<file path="src/rtl/assert_macros.svh">
// Assertion macros used by the top level of the quantile sketch.
`ifndef ASSERT_MACROS_SVH
`define ASSERT_MACROS_SVH

// Consequent must hold in the same cycle as the antecedent.
`define QS_ASSERT_NOW(label, clk, rst_n, ante, cons, msg) \
    label: assert property (@(posedge clk) disable iff (!rst_n) (ante) |-> (cons)) \
        else $error(msg);

// Consequent must hold in the cycle after the antecedent.
`define QS_ASSERT_NEXT(label, clk, rst_n, ante, cons, msg) \
    label: assert property (@(posedge clk) disable iff (!rst_n) (ante) |=> (cons)) \
        else $error(msg);

`endif

</file>
<file path="src/rtl/qs_ram.sv">
// Single-port-write, single-port-read memory with registered read and reset valid bits.
module qs_ram #(
    parameter int               WIDTH     = 32,
    parameter int               DEPTH     = 16,
    parameter logic [WIDTH-1:0] RESET_VAL = '0
) (
    input  logic                     clk,
    input  logic                     rst_n,
    input  logic                     we,
    input  logic [$clog2(DEPTH)-1:0] waddr,
    input  logic [WIDTH-1:0]         wdata,
    input  logic [$clog2(DEPTH)-1:0] raddr,
    output logic [WIDTH-1:0]         rdata
);
    logic [WIDTH-1:0] mem [DEPTH];
    logic [DEPTH-1:0] valid_reg;
    logic [WIDTH-1:0] rd_reg;
    logic             rv_reg;

    // Storage array and registered read port.
    always_ff @(posedge clk)
    begin
        if (we)
        begin
            mem[waddr] <= wdata;
        end
        rd_reg <= mem[raddr];
    end

    // Written flags; an entry never written reads as the reset value.
    always_ff @(posedge clk or negedge rst_n)
    begin
        if (!rst_n)
        begin
            valid_reg <= '0;
            rv_reg    <= 1'b0;
        end
        else
        begin
            if (we)
            begin
                valid_reg[waddr] <= 1'b1;
            end
            rv_reg <= valid_reg[raddr];
        end
    end

    assign rdata = rv_reg ? rd_reg : RESET_VAL;
endmodule

</file>
<file path="config.mk">
export PLATFORM = sky130hd
export DESIGN_NAME = qs_ram
export DESIGN_NICKNAME = d
export VERILOG_FILES = /design/src/rtl/assert_macros.svh /design/src/rtl/qs_ram.sv
export SDC_FILE = /design/constraint.sdc
export NUM_CORES = 1
export LEC_CHECK = 0
export CAP_MARGIN = 30
export CORE_MARGIN = 8
export CORE_UTILIZATION = 45
export CTS_BUF_LIST = sky130_fd_sc_hd__clkbuf_8
export DETAILED_ROUTE_END_ITERATION = 16
export DONT_BUFFER_PORTS = 1
export GPL_ROUTABILITY_DRIVEN = 1
export PLACE_DENSITY_LB_ADDON = 0.05
export SETUP_SLACK_MARGIN = 0.5
export SLEW_MARGIN = 10
export SYNTH_ARGS = -nofsm -noshare
export SYNTH_HDL_FRONTEND = slang
export SYNTH_SLANG_ARGS = --single-unit
</file>
<file path="constraint.sdc">
create_clock -name clk -period 1.8 [get_ports clk]
set_clock_uncertainty 0.15 [all_clocks]
set_input_delay 0.09 -clock clk [delete_from_list [all_inputs] [get_ports clk]]
set_output_delay 0.09 -clock clk [all_outputs]
set_load 0.02 [all_outputs]
</file>
[Yosys cells after proc, flatten, opt, wreduce, memory -nomap -nowiden]
Memory sizes are Yosys's and may differ from the RTL's. A register that Yosys moved wholly into a read port is not among the register bits.
Index checks and enable logic that the tools add are counted.
Cells by class
  reductions and logical operators: 1
  order comparisons: 3
  muxes and demuxes: 7
  bitwise operators: 1
Operator list (number)
  32-bit 2-to-1 mux: 1
  16-bit OR: 1
  4-bit by 5-bit < comparator with 1-bit output, second input constant: 2
  1-bit binary-select mux with 4-bit select: 1
  1-bit demux with 4-bit select: 1
  4-bit by 1-bit >= comparator with 1-bit output, second input constant: 1
  1-bit 2-to-1 mux: 4
  1-bit logical AND: 1
Storage, ports and cells
  output and inout port bits: 32
  flip-flop bits (word level): 17
  memories: 1
  RAM bits: 512
  bits of input ports: 43
  word-level logic and storage cells: 15
Memories
  mem: words 16, width 32, rd ports 1, clocked after Yosys merged registers in 1, wr ports 1, RTL line qs_ram.sv:15  | logic [WIDTH-1:0] mem [DEPTH];

[Longest topological paths before layout]
Gate-level depths: netlist of the first run.
  word-level depth: 5
  gate-level depth with buffers: 6
  gate-level depth less buffers: 3

[Worst setup path before layout of the first run]
No wires, ideal clock.
  path kind: input port to flip-flop
  start point: in waddr[2]
  end point: mem mem[0][0] (enable)
  buffers on the path: 0
  setup time: 0.463 ns
  required time: 1.187 ns
  slack: -1.651 ns
  stages: 2
  data arrival time: 2.838 ns
  path through: or3b_2 -> nor3_1
RTL lines
  start, declared: RTL line qs_ram.sv:10  | input logic [$clog2(DEPTH)-1:0] waddr,
  end, declared: RTL line qs_ram.sv:15
Straight into the memory's write port.

[Final worst setup path of the first run]
  start point: reg rv_reg
  end point: out rdata[18]
On the way
  cells in the longest elaborated chain, start to end: 1
Ends and longest elaborated chain
  start, declared: RTL line qs_ram.sv:18  | logic rv_reg;
  start signal, assigned: RTL line qs_ram.sv:44  | rv_reg <= valid_reg[raddr];
  32-bit 2-to-1 mux: RTL line qs_ram.sv:48  | assign rdata = rv_reg ? rd_reg : RESET_VAL;
  end, declared: RTL line qs_ram.sv:13  | output logic [WIDTH-1:0] rdata
No other way between the ends.

==> results of run 1 <==
==> cell families (layout without fill, tap and decap cells) <==
family | after synthesis | count (layout) | share of synthesized area
muxes | 132 | 132 | 0.146
DFF | 561 | 561 | 0.788
AOI/OAI and AO/OA | 66 | 66 | 0.0237
other | 0 | 1 | 0
buffers and inverters | 48 | 241 | 0.0158
and+or+nand+nor | 108 | 108 | 0.0267
==> final timing paths <==
kind / to / slack [ps] / depth (start not counted)
max in group asynchronous: rv_reg / 920 / 2
min: rd_reg[11] / -370 / 3
min reg2reg: valid_reg[10] / 320 / 1
max reg2reg: rd_reg[7] / 380 / 3
min in group asynchronous: valid_reg[7] / 20 / 2
max: rdata[18] / 20 / 3
==> critical path, delay by kind of cell, from the launching register on <==
family | cells | cell delay, ps
buffers and inverters | 2 | 310
DFF | 1 | 410
and+or+nand+nor | 1 | 170
==> final cells by class <==
type | count | area share
repair buffers | 74 | 0.0393
clock buffers | 105 | 0.0593
well taps | 607 | 0.0312
flip-flops and latches | 561 | 0.674
clock inverters | 62 | 0.0101
multi-input cells | 306 | 0.186
diodes | 1 | 0.000103
==> power groups by stage <==
stage	Sequential (mW)	Clock (mW)	Combinational, mW
3_5_place_dp	15.0	0	1.21
2_1_floorplan	14.9	0	1.07
5_1_grt	14.8	10.9	1.81
6_report	14.7	10.0	1.69
4_1_cts	14.8	10.4	1.60
3_3_place_gp	15.0	0	1.19
==> metrics by stage <==
| step | std cells | hold WS, ps | worst slack, ps |
|---|---|---|---|
| 3_3_place_gp | 1502 | -353 | 249 |
| 2_1_floorplan | 915 | -356 | -160 |
| 5_1_grt | 1715 | -412 | -33.3 |
| 4_1_cts | 1709 | -459 | -56.9 |
| 6_report | 1716 | -372 | 21.0 |
| 3_5_place_dp | 1503 | -353 | 222 |
==> cell usage after synthesis <==
cell type / instances
nand2b_1: 2
nand3_1: 1
buf_8: 2
nor2b_1: 2
buf_12: 6
nor2_1: 13
nor3_1: 4
clkbuf_1: 23
or3b_2: 1
edfxtp_1: 512
buf_2: 12
buf_1: 3
nand2_1: 34
mux4_1: 19
or2_2: 16
and2_1: 33
dfrtp_1: 17
nand3b_1: 2
mux4_2: 113
dfxtp_1: 32
a22oi_1: 66
buf_6: 2
==> repair_timing <==
action / CTS / global route
gates resized for setup: 100 / 25
hold endpoints to repair: 1084 / 36
gates cloned: 0 / 3
setup buffers: 0 / 3
pin swaps: 69 / 12
setup endpoints to repair: 65 / 573
==> layer usage <==
layer	up-vias	global-route usage	part of all wire	wire length, µm
li1	4083	-	-	-
met1	5110	0.223	0.43	19400
met2	257	0.273	0.49	21900
met3	81	0.0401	0.060	2690
met4	4	0.0586	0.021	950
met5	-	0	0.00049	22
==> placed cells by master, fill, tap and decap left out, types with 19 or more instances in the layout <==
cell           netlist  routed
nand2_1             34      33
a22oi_1             66      20
clkbuf_8             0     105
mux4_2             113     132
inv_1                0      37
buf_12               6      19
dlygate4sd3_1        0      33
edfxtp_1           512     512
and2_4               0      32
dfxtp_1             32      32
a22oi_2              0      46
==> metrics.md, run 1 <==
| Metric | Value |
|---|---|
| Mapped cell area | `around 0.021 mm²` |
| Mapped Cells | `915` |
| R2r startpoint | `mem[3][7]` |
| Hold Slack | `-372 ps` |
| Row Count | `79` |
| TritonCTS clock tree | `built` |
| Lkg Pwr | `7.93 nW` |
| Post-route cell area | `0.0244 mm²` |
| Critical Path End Type | `output pin` |
| WL final | `45000 µm` |
| Area of the multi-input gates | `0.00453 mm²` |
| Mean Syn Cell Area | `22.8 µm²` |
| P&R area growth vs syn | `16.8%` |
| Antenna Violating Nets Remaining | `0` |
| Pre-Repair DR Iteration Count | `4` |
| Tmin final | `1780 ps` |
| Root buffer cell | `clkbuf_8` |
| TNS Setup | `0 ps` |
| Min-delay worst type | `primary input to flip-flop` |
| Hold Vio Cnt, Final | `35` |
| Placed cell areas | `0.0218 mm²` |
| Clock tree sinks | `561` |
| Register Area | `0.0164 mm²` |
| Largest net degree at the start of global routing | `133` |
| Die height | `around 230 µm` |
| GRT Overall Usage | `0.169` |
| Crit path required time | `1560 ps` |
| Total power draw | `approximately 26 mW` |
| Die X | `roughly 230 µm` |
| Global-route wire length before repair | `66500 µm` |
| GRT Residual Overflow | `0` |
| DR DRC count | `0` |
| Vias in the first global route | `roughly 11000` |
| Seq/Total Area, Yosys | `0.788` |
| DR WL/cell | `26.2 µm` |
| DR vias | `9535` |
| Hold path startpoint | `raddr[1]` |
| Detailed Route Iter0 Violations | `512` |
| Setup violators final | `0` |
| Crit path from | `rv_reg` |
| Initial antenna violation count | `3` |
| Worst path cell trace | `buf_12 -> clkbuf_16 -> and2_4` |
| Pwr/cell area | `1090 mW/mm²` |
| Failing checks | `negative hold slack` |
| Fin nets | `1078` |
| Psw | `5.74 mW` |
| Crit path kind | `flip-flop to output pin` |
| Outcome | `complete, but fails checks` |
| Pint | `20.7 mW` |
| Leading area contributor after synthesis | `edfxtp_1` |
| Slew Viols, Final | `0` |
| Vias per cell | `5.56` |
| Worst stage delay on the critical path | `410 ps` |
| Slowest CP cell | `dfrtp_2` |
| Maximum clock frequency | `about 560 MHz` |
| Sw frac | `0.217` |
| VDD IR-drop max | `0.727 mV` |
| Clock transition at path regs | `approximately 60 ps` |
| Crit Path Max Fanout | `5` |
| CP startpoint kind | `flip-flop` |
| Global placement routability congestion | `0.662` |
| Synthesized flop and latch total | `561` |
| Sequential power share | `0.557` |
| Initial core utilization | `0.452` |
| Fillers | `3567` |
| WP data arrival | `1540 ps` |
| Final Cycle Share | `0.988` |
| Warnings, synthesis | `0` |
| Logic gate share of total power | `0.064` |
| Distinct cells, synth | `22` |
| Clk pwr share | `0.379` |
| Share of the synthesized area in the top cell type | `0.737` |
| Rel. slew slack | `0.451` |
| Flip-flop count of the largest register after layout | `512` |
| # IOs | `75` |
| Main area contributors after synthesis | `edfxtp_1 (74%), mux4_2 (12%), dfxtp_1 (3.1%)` |
| CTS H-tree depth | `3` |
| CTS max path bufs | `3` |
| Detail Placement HPWL | `22600 µm` |
| CTS Buf Count | `92` |
| Syn Nets | `roughly 960` |
| Core outline area | `0.0462 mm²` |
| Die Area | `0.0535 mm²` |
| RSZ-0062 raised after global routing | `true` |
| Port Buf Inserts | `0` |
| Worst-margin pin slew | `823 ps` |
| Worst skew pair latency | `640 ps` |
| Final Util | `0.528` |
| Max Cap Viol | `0` |
| CTS Hold Bufs | `39` |
| Share of cells above drive strength 1 | `0.362` |
(Power assumes the default switching activity.)
==> run 2: changes to the inputs <==
CORE_MARGIN = 3   (was 8)
==> metrics.md, run 2 (synthesis gave the netlist of run 1 again) <==
| Metric | Value |
|---|---|
| Final Non-Filler Cells | `1711 (was 1716)` |
| Final worst slack | `41.1 ps (was 21.0 ps)` |
| Core outline area | `0.0456 mm² (was 0.0462 mm²)` |
| Largest net degree at the start of global routing | `133 (unchanged)` |
| CTS max path bufs | `3 (unchanged)` |
| Fillers | `3475 (was 3567)` |
| Worst-margin pin slew | `812 ps (was 823 ps)` |
| Fin nets | `1076 (was 1078)` |
| Crit path required time | `1560 ps (about the same)` |
| Initial core utilization | `0.458 (was 0.452)` |
| Vias per cell | `5.49 (was 5.56)` |
| Maximum clock frequency | `569 MHz (was 562 MHz)` |
| Placed cell areas | `0.0219 mm² (was 0.0218 mm²)` |
| Antenna Violating Nets Remaining | `0 (unchanged)` |
| GRT Residual Overflow | `0 (unchanged)` |
| P&R area growth vs syn | `17.5% (was 16.8%)` |
| WP data arrival | `1520 ps (was 1540 ps)` |
| Commonest non-fill, non-tap cell in the layout | `edfxtp_1 (unchanged)` |
| TritonCTS clock tree | `built (unchanged)` |
| TNS Setup | `0 ps (unchanged)` |
| Port Buf Inserts | `0 (unchanged)` |
| Min-delay worst type | `primary input to flip-flop (unchanged)` |
| CTS H-tree depth | `3 (unchanged)` |
| Global placement routability congestion | `0.673 (was 0.662)` |
| Register Area | `0.0164 mm² (unchanged)` |
| Pre-CTS WS | `217 ps (was 222 ps)` |
| Die height | `221 µm (was 231 µm)` |
| Rel. slew slack | `0.459 (was 0.451)` |
| Worst skew pair latency | `640 ps (about the same)` |
| Initial antenna violation count | `5 (was 3)` |
| Final Cycle Share | `0.977 (was 0.988)` |
| Inst Count DP | `1496 (was 1503)` |
| GRT Overall Usage | `0.180 (was 0.169)` |
| RSZ-0062 raised after global routing | `true (unchanged)` |
| Global-route wire length before repair | `65400 µm (was 66500 µm)` |
| Crit path kind | `flip-flop to output pin (unchanged)` |
| Post-route cell area | `0.0245 mm² (was 0.0244 mm²)` |
| Area of the multi-input gates | `0.00452 mm² (was 0.00453 mm²)` |
| Row Count | `78 (was 79)` |
| # IOs | `75 (unchanged)` |
| CTS Buf Count | `90 (was 92)` |
| CP startpoint kind | `flip-flop (unchanged)` |
| Detail Placement HPWL | `21600 µm (was 22600 µm)` |
| Share of cells above drive strength 1 | `0.383 (was 0.362)` |
| Critical Path End Type | `output pin (unchanged)` |
| VDD IR-drop max | `0.604 mV (was 0.727 mV)` |
| Die Area | `0.0490 mm² (was 0.0535 mm²)` |
| DR DRC count | `0 (unchanged)` |
| Hold Slack | `-376 ps (was -372 ps)` |
| Tmin final | `1760 ps (was 1780 ps)` |
| Pwr/cell area | `1100 mW/mm² (was 1090 mW/mm²)` |
| Vias in the first global route | `10400 (was 10500)` |
| Most frequent cells in the layout | `edfxtp_1 (512), mux4_2 (132), clkbuf_8 (110) (was edfxtp_1 (512), mux4_2 (132), clkbuf_8 (105))` |
| Setup violators final | `0 (unchanged)` |
| DR WL/cell | `25.6 µm (was 26.2 µm)` |
| Clock transition at path regs | `60 ps (about the same)` |
| Failing checks | `negative hold slack (unchanged)` |
| Detailed Route Iter0 Violations | `664 (was 512)` |
| Lkg Pwr | `7.95 nW (was 7.93 nW)` |
| Root buffer cell | `clkbuf_8 (unchanged)` |
| Pre-Repair DR Iteration Count | `6 (was 4)` |
| CTS Hold Bufs | `39 (unchanged)` |
| DR vias | `9396 (was 9535)` |
| Clock tree sinks | `561 (unchanged)` |
| Outcome | `complete, but fails checks (unchanged)` |
| Crit Path Max Fanout | `14 (was 5)` |
| Hold Vio Cnt, Final | `33 (was 35)` |
| WL final | `43700 µm (was 45000 µm)` |
| Die X | `221 µm (was 231 µm)` |
| Flip-flop count of the largest register after layout | `512 (unchanged)` |
| Slew Viols, Final | `0 (unchanged)` |
| Max Cap Viol | `0 (unchanged)` |
run 2: cell types whose count changed in the layout (fill, tap and decap cells not counted), moves of 2 or more:
cell	previous run	this run
and2_2	1	20
clkbuf_8	105	110
a22oi_2	46	49
clkinv_2	7	17
clkinvlp_4	1	4
inv_1	37	25
and2_4	32	13
clkinv_1	17	9
bufinv_16	0	2
a22oi_1	20	17
run 2: final timing paths:
check / depth (start not counted) / endpoint / slack, ps / start
setup / recovery: 2 / rdata[22] / 40 / rv_reg
hold / removal: 3 / rd_reg[12] / -380 / raddr[1]
setup reg to reg: 3 / rd_reg[22] / 330 / mem[3][22]
hold reg to reg: 1 / valid_reg[13] / 310 / valid_reg[13]
max in group asynchronous: 2 / rv_reg / 890 / rst_n
min in group asynchronous: 2 / valid_reg[14] / 40 / rst_n
run 2: repair_timing:
action	in CTS	in global routing
pin swaps	65	15
buffers inserted	1	2
endpoints found under the setup margin	65	554
gates resized for setup	84	24
endpoints found under the hold margin	1084	33
cloned	0	3
run 2: final cells by class:
type,count,share of cell area
Clock inverter,58,0.0127
Antenna cell,2,0.000204
Tap cell,600,0.0306
Clock buffer,110,0.0617
Timing Repair Buffer,74,0.0398
Sequential cell,561,0.671
Multi-Input combinational cell,306,0.184
run 2: worst max-delay path: stages, from the launching register on:
cell	delay, ps
dfrtp_2	480
buf_12	190
and2_2	220
run 2: where the power goes:
part | internal (mW) | switching, mW
Combinational | 0.758 | 0.827
Clock | 5.84 | 4.84
Sequential | 14.6 | 0.120
run 2: metal layers:
layer | track usage | up-vias | part of all wire
met3 | 0.0363 | 62 | 0.045
met5 | 0 | - | 0.00030
met1 | 0.241 | 5046 | 0.43
li1 | - | 4086 | -
met2 | 0.300 | 200 | 0.50
met4 | 0.0586 | 2 | 0.017
run 2: stage by stage:
| step | util | total power [mW] |
|---|---|---|
| 2_1_floorplan | - | 16.0 |
| 3_3_place_gp | 0.479 | 16.2 |
| 3_5_place_dp | 0.479 | 16.2 |
| 4_1_cts | 0.534 | 27.4 |
| 5_1_grt | 0.538 | 28.1 |
| 6_report | 0.538 | 27.0 |
==> run 3: changes to the inputs <==
CORE_ASPECT_RATIO = 0.9   (was not set)
==> metrics.md, run 3 (synthesis gave the netlist of run 1 again) <==
| Metric | Value |
|---|---|
| Largest net degree at the start of global routing | `133 (unchanged)` |
| WP data arrival | `1480 ps (was 1520 ps)` |
| Sw frac | `0.215 (was 0.214)` |
| Core outline area | `0.0456 mm² (about the same)` |
| Hold Vio Cnt, Final | `33 (unchanged)` |
| Setup violators final | `0 (unchanged)` |
| CP startpoint kind | `flip-flop (unchanged)` |
| Rel. slew slack | `0.463 (was 0.459)` |
| Clk pwr share | `0.389 (was 0.396)` |
| Post-route cell area | `0.0245 mm² (about the same)` |
| Crit path required time | `1560 ps (about the same)` |
| Slowest CP cell | `dfrtp_2 (unchanged)` |
| Global placement routability congestion | `0.691 (was 0.673)` |
| Vias in the first global route | `10600 (was 10400)` |
| Initial antenna violation count | `3 (was 5)` |
| Placed cell areas | `0.0219 mm² (about the same)` |
| P&R area growth vs syn | `17.4% (was 17.5%)` |
| Area of the multi-input gates | `0.00454 mm² (was 0.00452 mm²)` |
| CTS H-tree depth | `3 (unchanged)` |
| Fin nets | `1076 (unchanged)` |
| Vias per cell | `5.58 (was 5.49)` |
| TritonCTS clock tree | `built (unchanged)` |
| Initial core utilization | `0.458 (about the same)` |
| Fillers | `3533 (was 3475)` |
| Most frequent cells in the layout | `edfxtp_1 (512), mux4_2 (132), clkbuf_8 (103) (was edfxtp_1 (512), mux4_2 (132), clkbuf_8 (110))` |
| Max Cap Viol | `0 (unchanged)` |
| WL final | `44900 µm (was 43700 µm)` |
| Slew Viols, Final | `0 (unchanged)` |
| Flip-flop count of the largest register after layout | `512 (unchanged)` |
| Maximum clock frequency | `581 MHz (was 569 MHz)` |
| RSZ-0062 raised after global routing | `true (unchanged)` |
| Row Count | `74 (was 78)` |
| Lkg Pwr | `7.95 nW (about the same)` |
| GRT Overall Usage | `0.188 (was 0.180)` |
| Die Area | `0.0490 mm² (about the same)` |
| # IOs | `75 (unchanged)` |
| Register Area | `0.0164 mm² (unchanged)` |
| N_diodes | `0 (was 2)` |
| Detailed Route Iter0 Violations | `879 (was 664)` |
| Tmin final | `1720 ps (was 1760 ps)` |
| Hold Slack | `-390 ps (was -376 ps)` |
| Final Non-Filler Cells | `1714 (was 1711)` |
| CTS max path bufs | `3 (unchanged)` |
| Sequential power share | `0.550 (was 0.546)` |
| Pre-Repair DR Iteration Count | `5 (was 6)` |
| Clock transition at path regs | `60 ps (about the same)` |
| Port Buf Inserts | `0 (unchanged)` |
| Root buffer cell | `clkbuf_8 (unchanged)` |
| Logic gate share of total power | `0.061 (was 0.059)` |
| Failing checks | `negative hold slack (unchanged)` |
| CTS Buf Count | `88 (was 90)` |
| Crit path kind | `flip-flop to output pin (unchanged)` |
| DR DRC count | `0 (unchanged)` |
| Share of cells above drive strength 1 | `0.371 (was 0.383)` |
| Psw | `5.77 mW (was 5.79 mW)` |
| Die height | `210 µm (was 221 µm)` |
| Inst Count DP | `1504 (was 1496)` |
| Worst R2R Setup Slack | `370 ps (was 330 ps)` |
| Final Cycle Share | `0.956 (was 0.977)` |
| Worst path cell trace | `buf_12 -> and2_4 (was buf_12 -> and2_2)` |
| Critical Path End Type | `output pin (unchanged)` |
| Worst stage delay on the critical path | `410 ps (was 480 ps)` |
| Outcome | `complete, but fails checks (unchanged)` |
| Global-route wire length before repair | `66900 µm (was 65400 µm)` |
| Min-delay worst type | `primary input to flip-flop (unchanged)` |
| Worst-margin pin slew | `806 ps (was 812 ps)` |
| Worst skew pair latency | `660 ps (was 640 ps)` |
| TNS Setup | `0 ps (unchanged)` |
| Detail Placement HPWL | `22100 µm (was 21600 µm)` |
| Commonest non-fill, non-tap cell in the layout | `edfxtp_1 (unchanged)` |
| Clock tree sinks | `561 (unchanged)` |
| VDD IR-drop max | `0.522 mV (was 0.604 mV)` |
| DR vias | `9572 (was 9396)` |
| GRT Residual Overflow | `0 (unchanged)` |
| Die X | `233 µm (was 221 µm)` |
| Crit Path Max Fanout | `20 (was 14)` |
| DR WL/cell | `26.2 µm (was 25.6 µm)` |
| Total power draw | `26.8 mW (was 27.0 mW)` |
| Pwr/cell area | `1100 mW/mm² (about the same)` |
| Pint | `21.1 mW (was 21.2 mW)` |
| Antenna Violating Nets Remaining | `0 (unchanged)` |
[run 3: cell types whose count changed in the layout (fill, tap and decap cells not counted), sizes merged, moves of 2 or more]
cell,previous run,this run
clkinvlp,4,1
dlygate4sd3,33,36
clkbuf,113,106
inv,25,27
clkinv,27,29
diode,2,0
[run 3: what timing repair did]
item,4_1_cts,5_1_grt
cloned,0,3
pin swaps,61,13
endpoints found under the hold margin,1084,161
endpoints found under the setup margin,65,574
hold buffers,39,3
gates resized for setup,100,27
buffers inserted,0,2
[run 3: worst max-delay path: cells and delay by family, from the launching register on]
family	cells	cell delay, ps
buffers and inverters	1	180
DFF	1	410
and+or+nand+nor	1	210
[run 3: final timing paths]
| kind | start | endpoint | cells after the start |
|---|---|---|---|
| min in group asynchronous | rst_n | valid_reg[8] | 2 |
| min | raddr[1] | rd_reg[12] | 3 |
| min reg2reg | valid_reg[14] | valid_reg[14] | 1 |
| max reg2reg | mem[3][22] | rd_reg[22] | 3 |
| max in group asynchronous | rst_n | rv_reg | 2 |
| max | rv_reg | rdata[14] | 2 |
[run 3: cell type report]
type | count | share of cell area
clock inverters | 60 | 0.0135
repair buffers | 76 | 0.0411
multi-input cells | 306 | 0.185
well taps | 608 | 0.0311
flip-flops and latches | 561 | 0.671
clock buffers | 103 | 0.0579
[run 3: power by group through the flow]
stage	sequential, mW	clock, mW	combinational [mW]
floorplan	14.9	0	1.07
global placement	15.0	0	1.21
detailed placement	15.0	0	1.22
CTS	14.7	10.8	1.62
global route	14.8	11.4	1.76
finish	14.7	10.4	1.65
[run 3: metal layers]
| metal | up-vias | track usage | share of wire |
|---|---|---|---|
| met2 | 206 | 0.302 | 0.49 |
| met3 | 72 | 0.0446 | 0.045 |
| met5 | - | 0 | 0.00091 |
| met1 | 5207 | 0.260 | 0.44 |
| met4 | 6 | 0.0535 | 0.017 |
| li1 | 4081 | - | - |
[run 3: per-stage QoR]
stage | worst slack, ps | utilization | hold slack, ps
6_report | 79.7 | 0.538 | -390
5_1_grt | 5.44 | 0.538 | -444
4_1_cts | -19.1 | 0.533 | -461
3_5_place_dp | 222 | 0.480 | -354
3_3_place_gp | 245 | 0.479 | -354
2_1_floorplan | -160 | - | -356
