[src/rtl/assert_macros.svh]
// Assertion macros used by the top level of the quantile sketch.
`ifndef ASSERT_MACROS_SVH
`define ASSERT_MACROS_SVH

// Consequent must hold in the same cycle as the antecedent.
`define QS_ASSERT_NOW(label, clk, rst_n, ante, cons, msg) \
    label: assert property (@(posedge clk) disable iff (!rst_n) (ante) |-> (cons)) \
        else $error(msg);

// Consequent must hold in the cycle after the antecedent.
`define QS_ASSERT_NEXT(label, clk, rst_n, ante, cons, msg) \
    label: assert property (@(posedge clk) disable iff (!rst_n) (ante) |=> (cons)) \
        else $error(msg);

`endif

[src/rtl/qs_pkg.sv]
// Package with the types and constants of the quantile sketch.
package qs_pkg;

    // Largest Q16.16 value marks an empty centroid slot.
    localparam logic [31:0] EMPTY_MEAN = 32'h7FFF_FFFF;
    localparam logic [31:0] SAT32      = 32'hFFFF_FFFF;

    // Input word modes.
    localparam logic MODE_OBSERVE = 1'b0;
    localparam logic MODE_QUERY   = 1'b1;

    // Quotient bits produced by the divider, one per cycle.
    localparam int DIV_STEPS = 32;

    // Sequencer states.
    typedef enum logic [4:0] {
        S_IDLE,
        S_OINIT,
        S_OSTART,
        S_OLOAD,
        S_ORD,
        S_OEV,
        S_LRD,
        S_LEV,
        S_WSTART,
        S_WLOAD,
        S_WRD,
        S_WEV,
        S_WCLR,
        S_WTOP,
        S_FDIFF,
        S_FMUL,
        S_FSTART,
        S_FDIV,
        S_FDONE,
        S_QMUL,
        S_QTGT,
        S_QRD,
        S_QEV,
        S_QOUT
    } state_t;

    // Status reported by the divider.
    typedef struct packed {
        logic busy;
        logic done;
    } div_status_t;

    // Saturating 32-bit add.
    function automatic logic [31:0] sat_add32(input logic [31:0] a, input logic [31:0] b);
        logic [32:0] s;
        s = {1'b0, a} + {1'b0, b};
        return s[32] ? SAT32 : s[31:0];
    endfunction

endpackage

[src/rtl/qs_div.sv]
// Restoring divider, one quotient bit per cycle, for quotients known to fit 32 bits.
module qs_div (
    input  logic                clk,
    input  logic                rst_n,
    input  logic                start,
    input  logic [63:0]         dividend,
    input  logic [31:0]         divisor,
    output logic [31:0]         quotient,
    output qs_pkg::div_status_t status
);
    import qs_pkg::*;

    localparam int CNT_W = $clog2(DIV_STEPS + 1);

    logic [31:0]      rem_reg;
    logic [31:0]      lo_reg;
    logic [31:0]      dsr_reg;
    logic [CNT_W-1:0] cnt_reg;
    logic             busy_reg;
    logic             done_reg;
    logic [32:0]      trial;
    logic             fits;

    // Shift in the next dividend bit and try the subtraction.
    assign trial = {rem_reg, lo_reg[31]};
    assign fits  = trial >= {1'b0, dsr_reg};

    // Control: count steps and flag completion for one cycle.
    always_ff @(posedge clk or negedge rst_n)
    begin
        if (!rst_n)
        begin
            busy_reg <= 1'b0;
            done_reg <= 1'b0;
            cnt_reg  <= '0;
        end
        else
        begin
            done_reg <= 1'b0;
            if (start)
            begin
                busy_reg <= 1'b1;
                cnt_reg  <= CNT_W'(DIV_STEPS);
            end
            else if (busy_reg)
            begin
                cnt_reg <= cnt_reg - 1'b1;
                if (cnt_reg == CNT_W'(1))
                begin
                    busy_reg <= 1'b0;
                    done_reg <= 1'b1;
                end
            end
        end
    end

    // Datapath: the upper half is below the divisor, so only 32 steps are needed.
    always_ff @(posedge clk)
    begin
        if (start)
        begin
            rem_reg <= dividend[63:32];
            lo_reg  <= dividend[31:0];
            dsr_reg <= divisor;
        end
        else if (busy_reg)
        begin
            rem_reg <= fits ? 32'(trial - {1'b0, dsr_reg}) : trial[31:0];
            lo_reg  <= {lo_reg[30:0], fits};
        end
    end

    assign quotient    = lo_reg;
    assign status.busy = busy_reg;
    assign status.done = done_reg;
endmodule

[config.mk]
export PLATFORM = sky130hd
export DESIGN_NAME = qs_div
export DESIGN_NICKNAME = d
export VERILOG_FILES = /design/src/rtl/assert_macros.svh /design/src/rtl/qs_pkg.sv /design/src/rtl/qs_div.sv
export SDC_FILE = /design/constraint.sdc
export NUM_CORES = 1
export LEC_CHECK = 0
export ABC_AREA = 1
export BUFFER_PORTS_ARGS = -buffer_cell sky130_fd_sc_hd__buf_2
export CAP_MARGIN = 20
export CORE_ASPECT_RATIO = 1.1
export CORE_MARGIN = 2
export CORE_UTILIZATION = 55
export CTS_CLUSTER_DIAMETER = 50
export DETAILED_ROUTE_END_ITERATION = 12
export PLACE_DENSITY = 0.79
export SYNTH_ARGS = -nofsm -noshare
export SYNTH_HDL_FRONTEND = slang
export SYNTH_SLANG_ARGS = --single-unit
[constraint.sdc]
create_clock -name clk -period 3.1 [get_ports clk]
set_clock_uncertainty 0.1 [all_clocks]
set_input_delay 0.465 -clock clk [delete_from_list [all_inputs] [get_ports clk]]
set_output_delay 0.465 -clock clk [all_outputs]
set_load 0.03 [all_outputs]
# Yosys cells after proc, flatten, opt, wreduce, memory -nomap -nowiden
# Index checks and enable logic that the tools add are counted.
[classes] add_sub_neg=2 order_cmp=1 eq_ne=1 mux=13 reduce_logical=1
[ops] operator="$mux 32" n=5
[ops] operator="$ge 33x32->1" n=1
[ops] operator="$sub 32x32->32" n=1
[ops] operator="$mux 6" n=2
[ops] operator="$eq 6x1->1 const B" n=1
[ops] operator="$mux 1" n=6
[ops] operator="$sub 6x1->6 const B" n=1
[ops] operator="$reduce_bool 2->1" n=1
[word_totals] ff_bits=104 in_bits=99

# Longest topological paths before layout
# Gate-level depths: netlist of run 1.
[depth] ltp_word=4 depth_mapped=17

# Least setup slack after synthesis of run 1
# Ideal clock, no wire load.
[synth_timing] path_type="input to register" startpoint="input port start" endpoint="register lo_reg[0], in the netlist quotient[0], enable pin" setup_time_ns=0.703 t_arrival_ns=1.825 t_required_ns=2.297 setup_slack_ns=0.472 cell_stages=3 path_buffers=1 cell_sequence="inv_2 buf_2 nand2_1"
[synth_between] elab_chain_len=1
[synth_lines] item="start: declaration" line="qs_div.sv:5" text="input logic start,"
[synth_lines] item="$reduce_bool 2->1 (no source line)"
[synth_lines] item="end signal: assignment" line="qs_div.sv:63" text="lo_reg <= dividend[31:0];"
[synth_lines] item="end signal: assignment" line="qs_div.sv:69" text="lo_reg <= {lo_reg[30:0], fits};"
[synth_lines] item="end: declaration" line="qs_div.sv:16" text="logic [31:0] lo_reg;"
# Every way passes these cells.
# A chain may end at the register's enable or synchronous reset.

# Worst setup path in the final report of run 1
[layout_timing] startpoint="register rem_reg[7]" endpoint="register rem_reg[18], data pin"
[layout_between] elab_chain_len=4
[layout_lines] item="start: declaration" line="qs_div.sv:15" text="logic [31:0] rem_reg;"
[layout_lines] item="start signal: assignment" line="qs_div.sv:62" text="rem_reg <= dividend[63:32];"
[layout_lines] item="start signal: assignment" line="qs_div.sv:68" text="rem_reg <= fits ? 32'(trial - {1'b0, dsr_reg}) : trial[31:0];"
[layout_lines] item="$sub 32x32->32 or $ge 33x32->1 (tied branches)" line="qs_div.sv:68, qs_div.sv:26"
[layout_lines] item="$mux 32 (*)" line="qs_div.sv:68"
[layout_lines] item="$mux 32 (*)" line="qs_div.sv:66" text="else if (busy_reg)"
[layout_lines] item="$mux 32 (*)" line="qs_div.sv:60" text="if (start)"
# Every way passes the cells marked *; elsewhere a longest branch is shown, timed or not. The select of a mux whose other input is x is not followed.

==> results of run 1 <==
==> worst max-delay path: stages, from the launching register on <==
cell                       delay, ns
sky130_fd_sc_hd__edfxtp_1       0.40
sky130_fd_sc_hd__ha_1           0.37
sky130_fd_sc_hd__nand2_1        0.14
sky130_fd_sc_hd__inv_1          0.06
sky130_fd_sc_hd__nand2_1        0.06
sky130_fd_sc_hd__nand2_1        0.09
sky130_fd_sc_hd__inv_2          0.07
sky130_fd_sc_hd__nand3_2        0.13
sky130_fd_sc_hd__nand2_2        0.10
sky130_fd_sc_hd__nand2_2        0.09
sky130_fd_sc_hd__nand2_4        0.18
sky130_fd_sc_hd__buf_4          0.36
sky130_fd_sc_hd__nand3b_1       0.15
sky130_fd_sc_hd__nand3_1        0.10
sky130_fd_sc_hd__nand2_1        0.06
==> kinds of logic after synthesis <==
logic type	after synthesis	synth area share (%)
buf+inv	193	10.9
flops	104	42.5
fa+ha+maj	35	6.14
compound gates	32	2.43
simple gates	611	36.3
xor+xnor	14	1.69
==> through the flow <==
step | power, W | cells
finish | 0.00725 | 1284
global route | 0.00789 | 1284
CTS | 0.00724 | 1284
detailed placement | 0.00603 | 1267
global placement | 0.00599 | 1267
floorplan | 0.00515 | 989
==> power breakdown <==
part / leakage [nW] / total [W] / internal [W] / switching, W
combinational: 3.38 / 0.00394 / 0.00143 / 0.00251
sequential: 1.11 / 0.00212 / 0.00193 / 0.000182
clock: 0.151 / 0.00119 / 0.000619 / 0.000575
==> worst paths after layout <==
| kind | slack, ns | to | start | cells after the start |
|---|---|---|---|---|
| min in group asynchronous | 0.37 | done_reg | rst_n | 2 |
| min | 0.18 | dsr_reg[14] | divisor[14] | 1 |
| max | 0.41 | rem_reg[18] | rem_reg[7] | 14 |
| min reg2reg | 0.42 | cnt_reg[4] | cnt_reg[4] | 1 |
| max in group asynchronous | 2.36 | cnt_reg[4] | rst_n | 2 |
| max reg2reg | 0.41 | rem_reg[18] | rem_reg[7] | 14 |
==> routing by layer <==
layer,up-vias,part of all wire (%),track usage (%)
met5,-,0,0
met4,0,2.0,7.75
met3,28,7.1,6.47
met2,212,47,44.7
met1,2882,44,33.7
li1,3347,-,-
==> final cells by class <==
cell class                      instances  area [um^2]
Sequential cell                       104         3080
Clock buffer                           10          250
Multi-Input combinational cell        692         3380
Clock inverter                          6         63.8
Tap cell                              161          201
Inverter                              168          631
Timing Repair Buffer                  143          773
Fill cell                            1185         4660
==> cells in the mapped netlist (6+ instances only) <==
cell                       number  area (um^2)
sky130_fd_sc_hd__nand3_2       11          110
sky130_fd_sc_hd__nand3b_1      26          195
sky130_fd_sc_hd__clkbuf_1      11         41.3
sky130_fd_sc_hd__dfrtp_1        8          200
sky130_fd_sc_hd__inv_1        165          619
sky130_fd_sc_hd__nand2_1      437         1640
sky130_fd_sc_hd__nor2_1        44          165
sky130_fd_sc_hd__nand3_1       61          305
sky130_fd_sc_hd__ha_1          34          425
sky130_fd_sc_hd__nand4_1       11         68.8
sky130_fd_sc_hd__nor2_2         7         43.8
sky130_fd_sc_hd__o21ai_0        7         35.0
sky130_fd_sc_hd__xnor2_1       14          123
sky130_fd_sc_hd__edfxtp_1      96         2880
sky130_fd_sc_hd__a21oi_1       19         95.1
sky130_fd_sc_hd__buf_4          6         45.0
==> what timing repair did <==
action | 4_1_cts | 5_1_grt
endpoints found under the hold margin | 8 | 0
buffers inserted | 0 | 0
hold buffers | 1 | 0
==> out/qor.yml, run 1 <==
placed_design:
  port-buffer-count: 132
  place_congestion: 0.994
  detailedPlacementHpwl_um: 13900
  pre_cts_slack_ns: 0.461
  post_dp_cell_area_um2: 8060
critical_path:
  crit_end_element: "flop"
  critical_path_class: "reg2reg"
  peak_fanout_along_the_critical_path: 24
  critical_path_arrival_ns: 2.70
  worst-endpoint-required_ns: 3.12
  critPathLaunchType: "flop"
sta:
  grt_setup_unrepaired: "false"
  finalMaxSlewViolations: 0
  maxClockFrequency_ghz: 0.372
  worst_slack_ns: 0.413
  final.hold.worst_slack_ns: 0.176
  layout_worst_path_cycle_share_pct: 86.7
  setup-violations-final: 0
  totalNegativeSetupSlack_ns: 0
  count_of_final_hold_check_violations: 0
  worst-slew-pin-transition_ns: 0.668
  slew_headroom_pct: 55.5
  min_period_ns: 2.69
logic_synthesis:
  postSynthRegisterBits: 104
  synth-edff-count: 96
  synth-main-ff-cell: "sky130_fd_sc_hd__edfxtp_1"
  fraction_of_registers_with_async_set_or_reset_after_synthesis_pct: 7.69
  synth_cell_types: 33
  synth-seq-area-share_pct: 42.5
  post_synthesis_instance_area_um2: 7250
  total_number_of_yosys_warnings: 0
  synthesis.area_per_instance_um2: 7.33
  mappedNetlistNets: 1123
  syn_inst: 989
drt:
  wl_per_cell_um: 14.1
  wl_um: 18100
  drt_via_density: 5.04
  drt_first_iter_violations: 405
  drc: 0
  detailroute.via_count: 6469
  drt_pre_antenna_iters: 7
  final_antenna_net_count: 0
clock_tree:
  clock_latency_of_the_later_clocked_register_in_the_worst_skew_pair_ns: 0.36
  cts_max_path_buffers: 2
  numCtsBuffers: 9
  cts_tree: "yes"
  cts_htree_levels: 3
  clkSinkCount: 104
  cts.reportedPaths.clkPinSlew_ns: 0.08
  clock_tree.root_cell: "sky130_fd_sc_hd__clkbuf_16"
  number_of_gates_resized_after_cts: 0
die:
  die_height_um: 124
  core_region_area_um2: 13000
  fp.dieArea_um2: 14100
  io_pins: 133
  initial_core_util_pct: 55.6
  rows: 44
  die_w_um: 113
status:
  outcome: "finished clean"
grt:
  via_count_of_the_first_global_routing_pass: 6364
  overflow: 0
  antenna_found_initial: 0
  grt_first_pass_wirelength_um: 29700
  grt_max_degree: 66
  grt_use_total_pct: 26.5
power:
  power.ir.vdd_worst_mv: 0.504
  leakagePower_nw: 4.63
  power_density_nw_per_um2: 864
final_layout:
  layout.cells.most_common_list: "sky130_fd_sc_hd__nand2_1, sky130_fd_sc_hd__inv_1, sky130_fd_sc_hd__buf_2, sky130_fd_sc_hd__edfxtp_1, sky130_fd_sc_hd__nand3_1"
  n_antenna_cell: 0
  final_instance_area_um2: 8380
  post-route-util_pct: 64.3
  layout-area-overhead-vs-synth_pct: 15.6
  finalNetCount: 1252
  layout_commonest_cell: "sky130_fd_sc_hd__nand2_1"
  drive_above_1_share_pct: 16.8
worst_hold_path:
  min_path_type: "in2reg"
run:
  max-cap-violations: 0
Note: power is estimated with default switching activity, not from simulation.
==> run 2, diff against run 1 <==
--- a/config.mk
+++ b/config.mk
@@ -5,15 +5,13 @@
 export SDC_FILE = /design/constraint.sdc
 export NUM_CORES = 1
 export LEC_CHECK = 0
-export ABC_AREA = 1
 export BUFFER_PORTS_ARGS = -buffer_cell sky130_fd_sc_hd__buf_2
 export CAP_MARGIN = 20
 export CORE_ASPECT_RATIO = 1.1
-export CORE_MARGIN = 2
 export CORE_UTILIZATION = 55
 export CTS_CLUSTER_DIAMETER = 50
 export DETAILED_ROUTE_END_ITERATION = 12
-export PLACE_DENSITY = 0.79
+export PLACE_DENSITY = 0.8
 export SYNTH_ARGS = -nofsm -noshare
 export SYNTH_HDL_FRONTEND = slang
 export SYNTH_SLANG_ARGS = --single-unit
==> out/qor.yml, run 2 <==
drt:
  detailroute.wirelength.met3_um: 1060
  drt_via_density: 5.68
  m1WireLength_um: 6130
  drt_first_iter_violations: 260
  met2_length_um: 7200
  final_antenna_net_count: 0
  highest_signal_layer: "met4"
  detailroute.via_count: 4954
  drt_pre_antenna_iters: 5
  drc: 0
  wl_um: 14700
  wl_per_cell_um: 16.8
clock_tree:
  cts_max_path_buffers: 2
  cts_htree_levels: 3
  clock_tree.root_cell: "sky130_fd_sc_hd__clkbuf_16"
  cts.reportedPaths.clkPinSlew_ns: 0.08
  clock_latency_of_the_later_clocked_register_in_the_worst_skew_pair_ns: 0.36
  numCtsBuffers: 9
  clkSinkCount: 104
  cts_tree: "yes"
grt:
  antenna_found_initial: 0
  grt_use_total_pct: 24.7
  via_count_of_the_first_global_routing_pass: 4959
  grt_first_pass_wirelength_um: 23300
  overflow: 0
  grt_max_degree: 87
die:
  die_height_um: 115
  die_w_um: 105
  core_region_area_um2: 11100
  initial_core_util_pct: 57.6
  rows: 40
  io_pins: 133
  fp.dieArea_um2: 12100
sta:
  finalMaxSlewViolations: 0
  count_of_final_hold_check_violations: 0
  worst_slack_ns: 0.112
  totalNegativeSetupSlack_ns: 0
  min_period_ns: 2.99
  setup-violations-final: 0
  maxClockFrequency_ghz: 0.335
  layout_worst_path_cycle_share_pct: 96.4
  worst-slew-pin-transition_ns: 0.584
  slew_headroom_pct: 60.9
logic_synthesis:
  mappedNetlistNets: 710
  fraction_of_registers_with_async_set_or_reset_after_synthesis_pct: 7.69
  synth-edff-count: 96
  synthTopCellsByCount: "sky130_fd_sc_hd__edfxtp_1, sky130_fd_sc_hd__a21oi_1, sky130_fd_sc_hd__nor2_1"
  total_number_of_yosys_warnings: 0
  synthesis.area_per_instance_um2: 11.1
  synth-main-ff-cell: "sky130_fd_sc_hd__edfxtp_1"
  synth-seq-area-share_pct: 48.2
  syn_inst: 576
  synth_top_cell_area_share_pct: 45.1
  yosys.cell_count.top_type: "sky130_fd_sc_hd__edfxtp_1"
  synth_cell_types: 60
  synth.area.top_cells: "sky130_fd_sc_hd__edfxtp_1, sky130_fd_sc_hd__ha_1, sky130_fd_sc_hd__mux2_2, sky130_fd_sc_hd__a21oi_1, sky130_fd_sc_hd__mux2i_1"
  post_synthesis_instance_area_um2: 6400
  postSynthRegisterBits: 104
  yosys.area.top_type: "sky130_fd_sc_hd__edfxtp_1"
power:
  power.switching_w: 0.00294
  power_frac_clock_pct: 15.9
  design_power_total_w: 0.00737
  power.ir.vdd_worst_mv: 0.468
  leakagePower_nw: 3.40
  power_density_nw_per_um2: 959
  power.combinational.fraction_pct: 54.3
  seqPwrFrac_pct: 29.7
  intPower_w: 0.00444
  sw_frac_of_total_pct: 39.8
critical_path:
  worst-endpoint-required_ns: 3.11
  timing.critical_path.mode_cell: "sky130_fd_sc_hd__a31oi_4"
  worstReg2RegEnd: "rem_reg[0]"
  reg2regPathDepth: 10
  cp.depth: 10
  critical_path_destination: "rem_reg[0]"
  critical_path_arrival_ns: 3.00
  critical-path-max-stage-delay_ns: 0.40
  setup.reg_to_reg.worst_slack_ns: 0.11
  worst_setup_path_startpoint: "rem_reg[9]"
  worst_path_dominant_cell_family: "compound AO/OA/AOI/OAI gates"
  regToRegStartpoint: "rem_reg[9]"
  crit_buf_inv: 1
  worst_path_max_delay_cell: "sky130_fd_sc_hd__o311a_2"
  critPathLaunchType: "flop"
  crit_end_element: "flop"
  worstPathCellList: "ha_1, buf_4, nand4_1, nor2_1, a31oi_1, a31oi_4, a31oi_4, o311a_2, mux2i_1, mux2_2"
  critical_path_class: "reg2reg"
  peak_fanout_along_the_critical_path: 13
final_layout:
  layout-area-overhead-vs-synth_pct: 20.2
  fin_cells: 872
  drive_above_1_share_pct: 32.6
  multiInputGateArea_um2: 3010
  nFillCells: 842
  finalNetCount: 854
  n_antenna_cell: 0
  post-route-util_pct: 69.2
  layout_commonest_cell: "sky130_fd_sc_hd__buf_2"
  sequential_cell_area_in_the_final_layout_um2: 3080
  layout.cells.most_common_list: "sky130_fd_sc_hd__buf_2, sky130_fd_sc_hd__edfxtp_1, sky130_fd_sc_hd__a21oi_1, sky130_fd_sc_hd__nor2_1, sky130_fd_sc_hd__inv_1"
worst_hold_path:
  hold_path_startpoint: "divisor[22]"
  min_path_type: "in2reg"
run:
  max-cap-violations: 0
placed_design:
  port-buffer-count: 132
  place_inst: 850
  detailedPlacementHpwl_um: 10700
  place_congestion: 0.948
  pre_cts_slack_ns: 0.0168
status:
  outcome: "finished clean"
## run 2: layer usage
metal | track usage (%) | vias to the layer above
li1 | - | 2418
met2 | 42.9 | 177
met3 | 6.97 | 17
met5 | 0 | -
met1 | 29.0 | 2342
met4 | 10.4 | 0
## run 2: cells by family after synthesis
family                     Yosys count  synth area share (%)
AOI/OAI and AO/OA                  144                  15.0
and+or+nand+nor                    131                  10.2
DFF                                104                  48.2
buffers and inverters               73                  5.65
muxes                               59                  9.94
adders and majority gates           35                  6.96
xor gates and xnor gates            30                  4.11
## run 2: final cells by class
| class | count | share of cell area (%) |
|---|---|---|
| sequential | 104 | 40.1 |
| multi-input combinational | 399 | 39.1 |
| timing repair buffer | 164 | 12.4 |
| clock buffer | 10 | 2.98 |
| tap | 147 | 2.39 |
| inverter | 42 | 2.05 |
| clock inverter | 6 | 0.944 |
## run 2: timing repair
| item | in CTS | in global routing |
|---|---|---|
| endpoints found under the setup margin | 1 | 31 |
| endpoints found under the hold margin | 8 | 0 |
| buffers inserted | 0 | 5 |
| hold buffers | 1 | 0 |
| pin swaps | 0 | 7 |
| gates resized for setup | 1 | 15 |
## run 2: worst register-to-register path: stages (launching register included)
cell	delay (ns)
sky130_fd_sc_hd__edfxtp_1	0.39
sky130_fd_sc_hd__ha_1	0.36
sky130_fd_sc_hd__buf_4	0.18
sky130_fd_sc_hd__nand4_1	0.08
sky130_fd_sc_hd__nor2_1	0.05
sky130_fd_sc_hd__a31oi_1	0.37
sky130_fd_sc_hd__a31oi_4	0.17
sky130_fd_sc_hd__a31oi_4	0.26
sky130_fd_sc_hd__o311a_2	0.40
sky130_fd_sc_hd__mux2i_1	0.12
sky130_fd_sc_hd__mux2_2	0.26
## run 2: how the worst min path moves through the flow
stage / end / cells past startpoint
finish: dsr_reg[22] / 1
global route: dsr_reg[2] / 1
global placement: cnt_reg[0] / 1
detailed placement: busy_reg / 1
CTS: dsr_reg[2] / 1
floorplan: busy_reg / 0
## run 2: power groups by stage
stage	clock [W]	combinational [W]	sequential (W)
finish	0.00118	0.00400	0.00219
global route	0.00123	0.00435	0.00223
CTS	0.00119	0.00386	0.00219
detailed placement	0	0.00383	0.00221
global placement	0	0.00374	0.00219
floorplan	0	0.00281	0.00230
## run 2: per-stage QoR
stage	cell area (um^2)	hold WS [ns]
after floorplan	6400	0.0694
after global placement	7300	0.213
after detailed placement	7300	0.215
after CTS	7620	0.170
after global routing	7690	0.171
final	7690	0.177
==> run 3, diff against run 2 <==
--- a/config.mk
+++ b/config.mk
@@ -5,7 +5,7 @@
 export SDC_FILE = /design/constraint.sdc
 export NUM_CORES = 1
 export LEC_CHECK = 0
-export BUFFER_PORTS_ARGS = -buffer_cell sky130_fd_sc_hd__buf_2
+export BUFFER_PORTS_ARGS = -buffer_cell sky130_fd_sc_hd__clkbuf_2
 export CAP_MARGIN = 20
 export CORE_ASPECT_RATIO = 1.1
 export CORE_UTILIZATION = 55
==> out/qor.yml, run 3 (synthesis gave the netlist of run 2 again) <==
critical_path:
  reg2regPathDepth: 13
  regToRegStartpoint: "quotient[31]"
  critical_path_arrival_ns: 3.06
  crit_buf_inv: 3
  worst-endpoint-required_ns: 3.10
  worstPathCellList: "inv_2, ha_4, inv_1, fa_2, a21oi_4, o211ai_1, a211oi_1, nor2_1, a311oi_1, buf_4, o221ai_2, xnor2_1, o21ai_1"
  worst_setup_path_startpoint: "quotient[31]"
  critical_path_destination: "rem_reg[30]"
  worst_path_dominant_cell_family: "compound AO/OA/AOI/OAI gates"
  worstReg2RegEnd: "rem_reg[30]"
  crit_end_element: "flop"
  peak_fanout_along_the_critical_path: 3
  cp.depth: 13
  critical_path_class: "reg2reg"
  critical-path-max-stage-delay_ns: 0.42
  worst_path_max_delay_cell: "sky130_fd_sc_hd__fa_2"
  setup.reg_to_reg.worst_slack_ns: 0.04
  critPathLaunchType: "flop"
sta:
  grt_setup_unrepaired: "true"
  setup-violations-final: 0
  worst_slack_ns: 0.0437
  finalMaxSlewViolations: 0
  layout_worst_path_cycle_share_pct: 98.6
  maxClockFrequency_ghz: 0.327
  count_of_final_hold_check_violations: 0
  slew_headroom_pct: 59.8
  final.hold.worst_slack_ns: 0.185
  min_period_ns: 3.06
  worst-slew-pin-transition_ns: 0.600
  totalNegativeSetupSlack_ns: 0
die:
  die_w_um: 105
  die_height_um: 115
  fp.dieArea_um2: 12100
  io_pins: 133
  core_region_area_um2: 11100
  rows: 40
  initial_core_util_pct: 57.6
power:
  power_density_nw_per_um2: 961
  power.ir.vdd_worst_mv: 0.501
  leakagePower_nw: 3.42
clock_tree:
  numCtsBuffers: 9
  cts_htree_levels: 3
  cts_max_path_buffers: 2
  clkSinkCount: 104
  clock_latency_of_the_later_clocked_register_in_the_worst_skew_pair_ns: 0.35
  cts.reportedPaths.clkPinSlew_ns: 0.07
  cts_tree: "yes"
  clock_tree.root_cell: "sky130_fd_sc_hd__clkbuf_16"
grt:
  antenna_found_initial: 0
  grt_use_total_pct: 26.0
  overflow: 0
  grt_max_degree: 65
  grt_first_pass_wirelength_um: 24300
  via_count_of_the_first_global_routing_pass: 5172
final_layout:
  n_antenna_cell: 0
  drive_above_1_share_pct: 33.1
  finalNetCount: 857
  final_instance_area_um2: 7730
  post-route-util_pct: 69.6
  layout_commonest_cell: "sky130_fd_sc_hd__clkbuf_2"
  layout.cells.most_common_list: "sky130_fd_sc_hd__clkbuf_2, sky130_fd_sc_hd__edfxtp_1, sky130_fd_sc_hd__a21oi_1, sky130_fd_sc_hd__nor2_1, sky130_fd_sc_hd__inv_1"
  layout-area-overhead-vs-synth_pct: 20.9
drt:
  wl_um: 15200
  drc: 0
  drt_pre_antenna_iters: 5
  final_antenna_net_count: 0
  detailroute.via_count: 4999
  drt_first_iter_violations: 270
  drt_via_density: 5.71
  wl_per_cell_um: 17.4
placed_design:
  pre_cts_slack_ns: -0.0428
  detailedPlacementHpwl_um: 11100
  port-buffer-count: 132
  post_dp_cell_area_um2: 7300
  place_congestion: 0.975
worst_hold_path:
  min_path_type: "in2reg"
run:
  max-cap-violations: 0
status:
  outcome: "finished clean"
==> run 3: cell count changes in the layout (fill, tap and decap cells not counted), sizes merged <==
cell / delta
inv: -2
clkbuf: +134
clkinv: -1
bufinv: -1
clkinvlp: +2
buf: -129
==> run 3: cell type report <==
class / instances / area (um^2)
sequential: 104 / 3080
fill: 866 / 3380
inverter: 42 / 158
tap: 147 / 184
multi-input combinational: 399 / 3060
clock inverter: 4 / 32.5
timing repair buffer: 167 / 983
clock buffer: 12 / 236
==> run 3: stage by stage <==
stage	cells	power, W
2_1_floorplan	576	0.00511
3_3_place_gp	851	0.00592
3_5_place_dp	851	0.00605
4_1_cts	868	0.00716
5_1_grt	875	0.00791
6_report	875	0.00743
==> run 3: what timing repair did <==
item                                    4_1_cts  5_1_grt
pin swaps                                     0        9
resized for setup                             2       18
gates cloned                                  0        1
hold buffers                                  1        0
endpoints found under the setup margin        1       29
hold endpoints to repair                      8        0
buffers inserted                              0        6
==> run 3: report_power, final <==
part	leakage [nW]	total (W)	switching [W]	internal (W)
Combinational	2.22	0.00416	0.00227	0.00189
Clock	0.123	0.00106	0.000514	0.000551
Sequential	1.08	0.00220	0.000219	0.00198
==> run 3: worst min path at each step <==
stage                 from          end  slack (ns)  cells past startpoint
6_report       divisor[27]  dsr_reg[27]        0.19                      1
5_1_grt         divisor[6]   dsr_reg[6]        0.17                      1
4_1_cts        divisor[27]  dsr_reg[27]        0.17                      1
3_5_place_dp         rst_n   cnt_reg[0]        0.22                      1
3_3_place_gp         rst_n   cnt_reg[0]        0.22                      1
2_1_floorplan        rst_n     busy_reg        0.07                      0
==> run 3: layer usage <==
metal / routed length [um] / up-vias / GRT usage [%]
li1: - / 2424 / -
met1: 6210 / 2352 / 30.7
met2: 7580 / 200 / 45.8
met3: 1100 / 23 / 6.12
met4: 323 / 0 / 10.8
met5: 0 / - / 0
==> run 3: worst register-to-register path: cells and delay by family, from the launching register on <==
family | cells | cell delay [ns]
compound gates | 6 | 1.04
xor+xnor | 1 | 0.24
fa+ha+maj | 2 | 0.56
buf+inv | 3 | 0.35
flops | 1 | 0.40
simple gates | 1 | 0.12
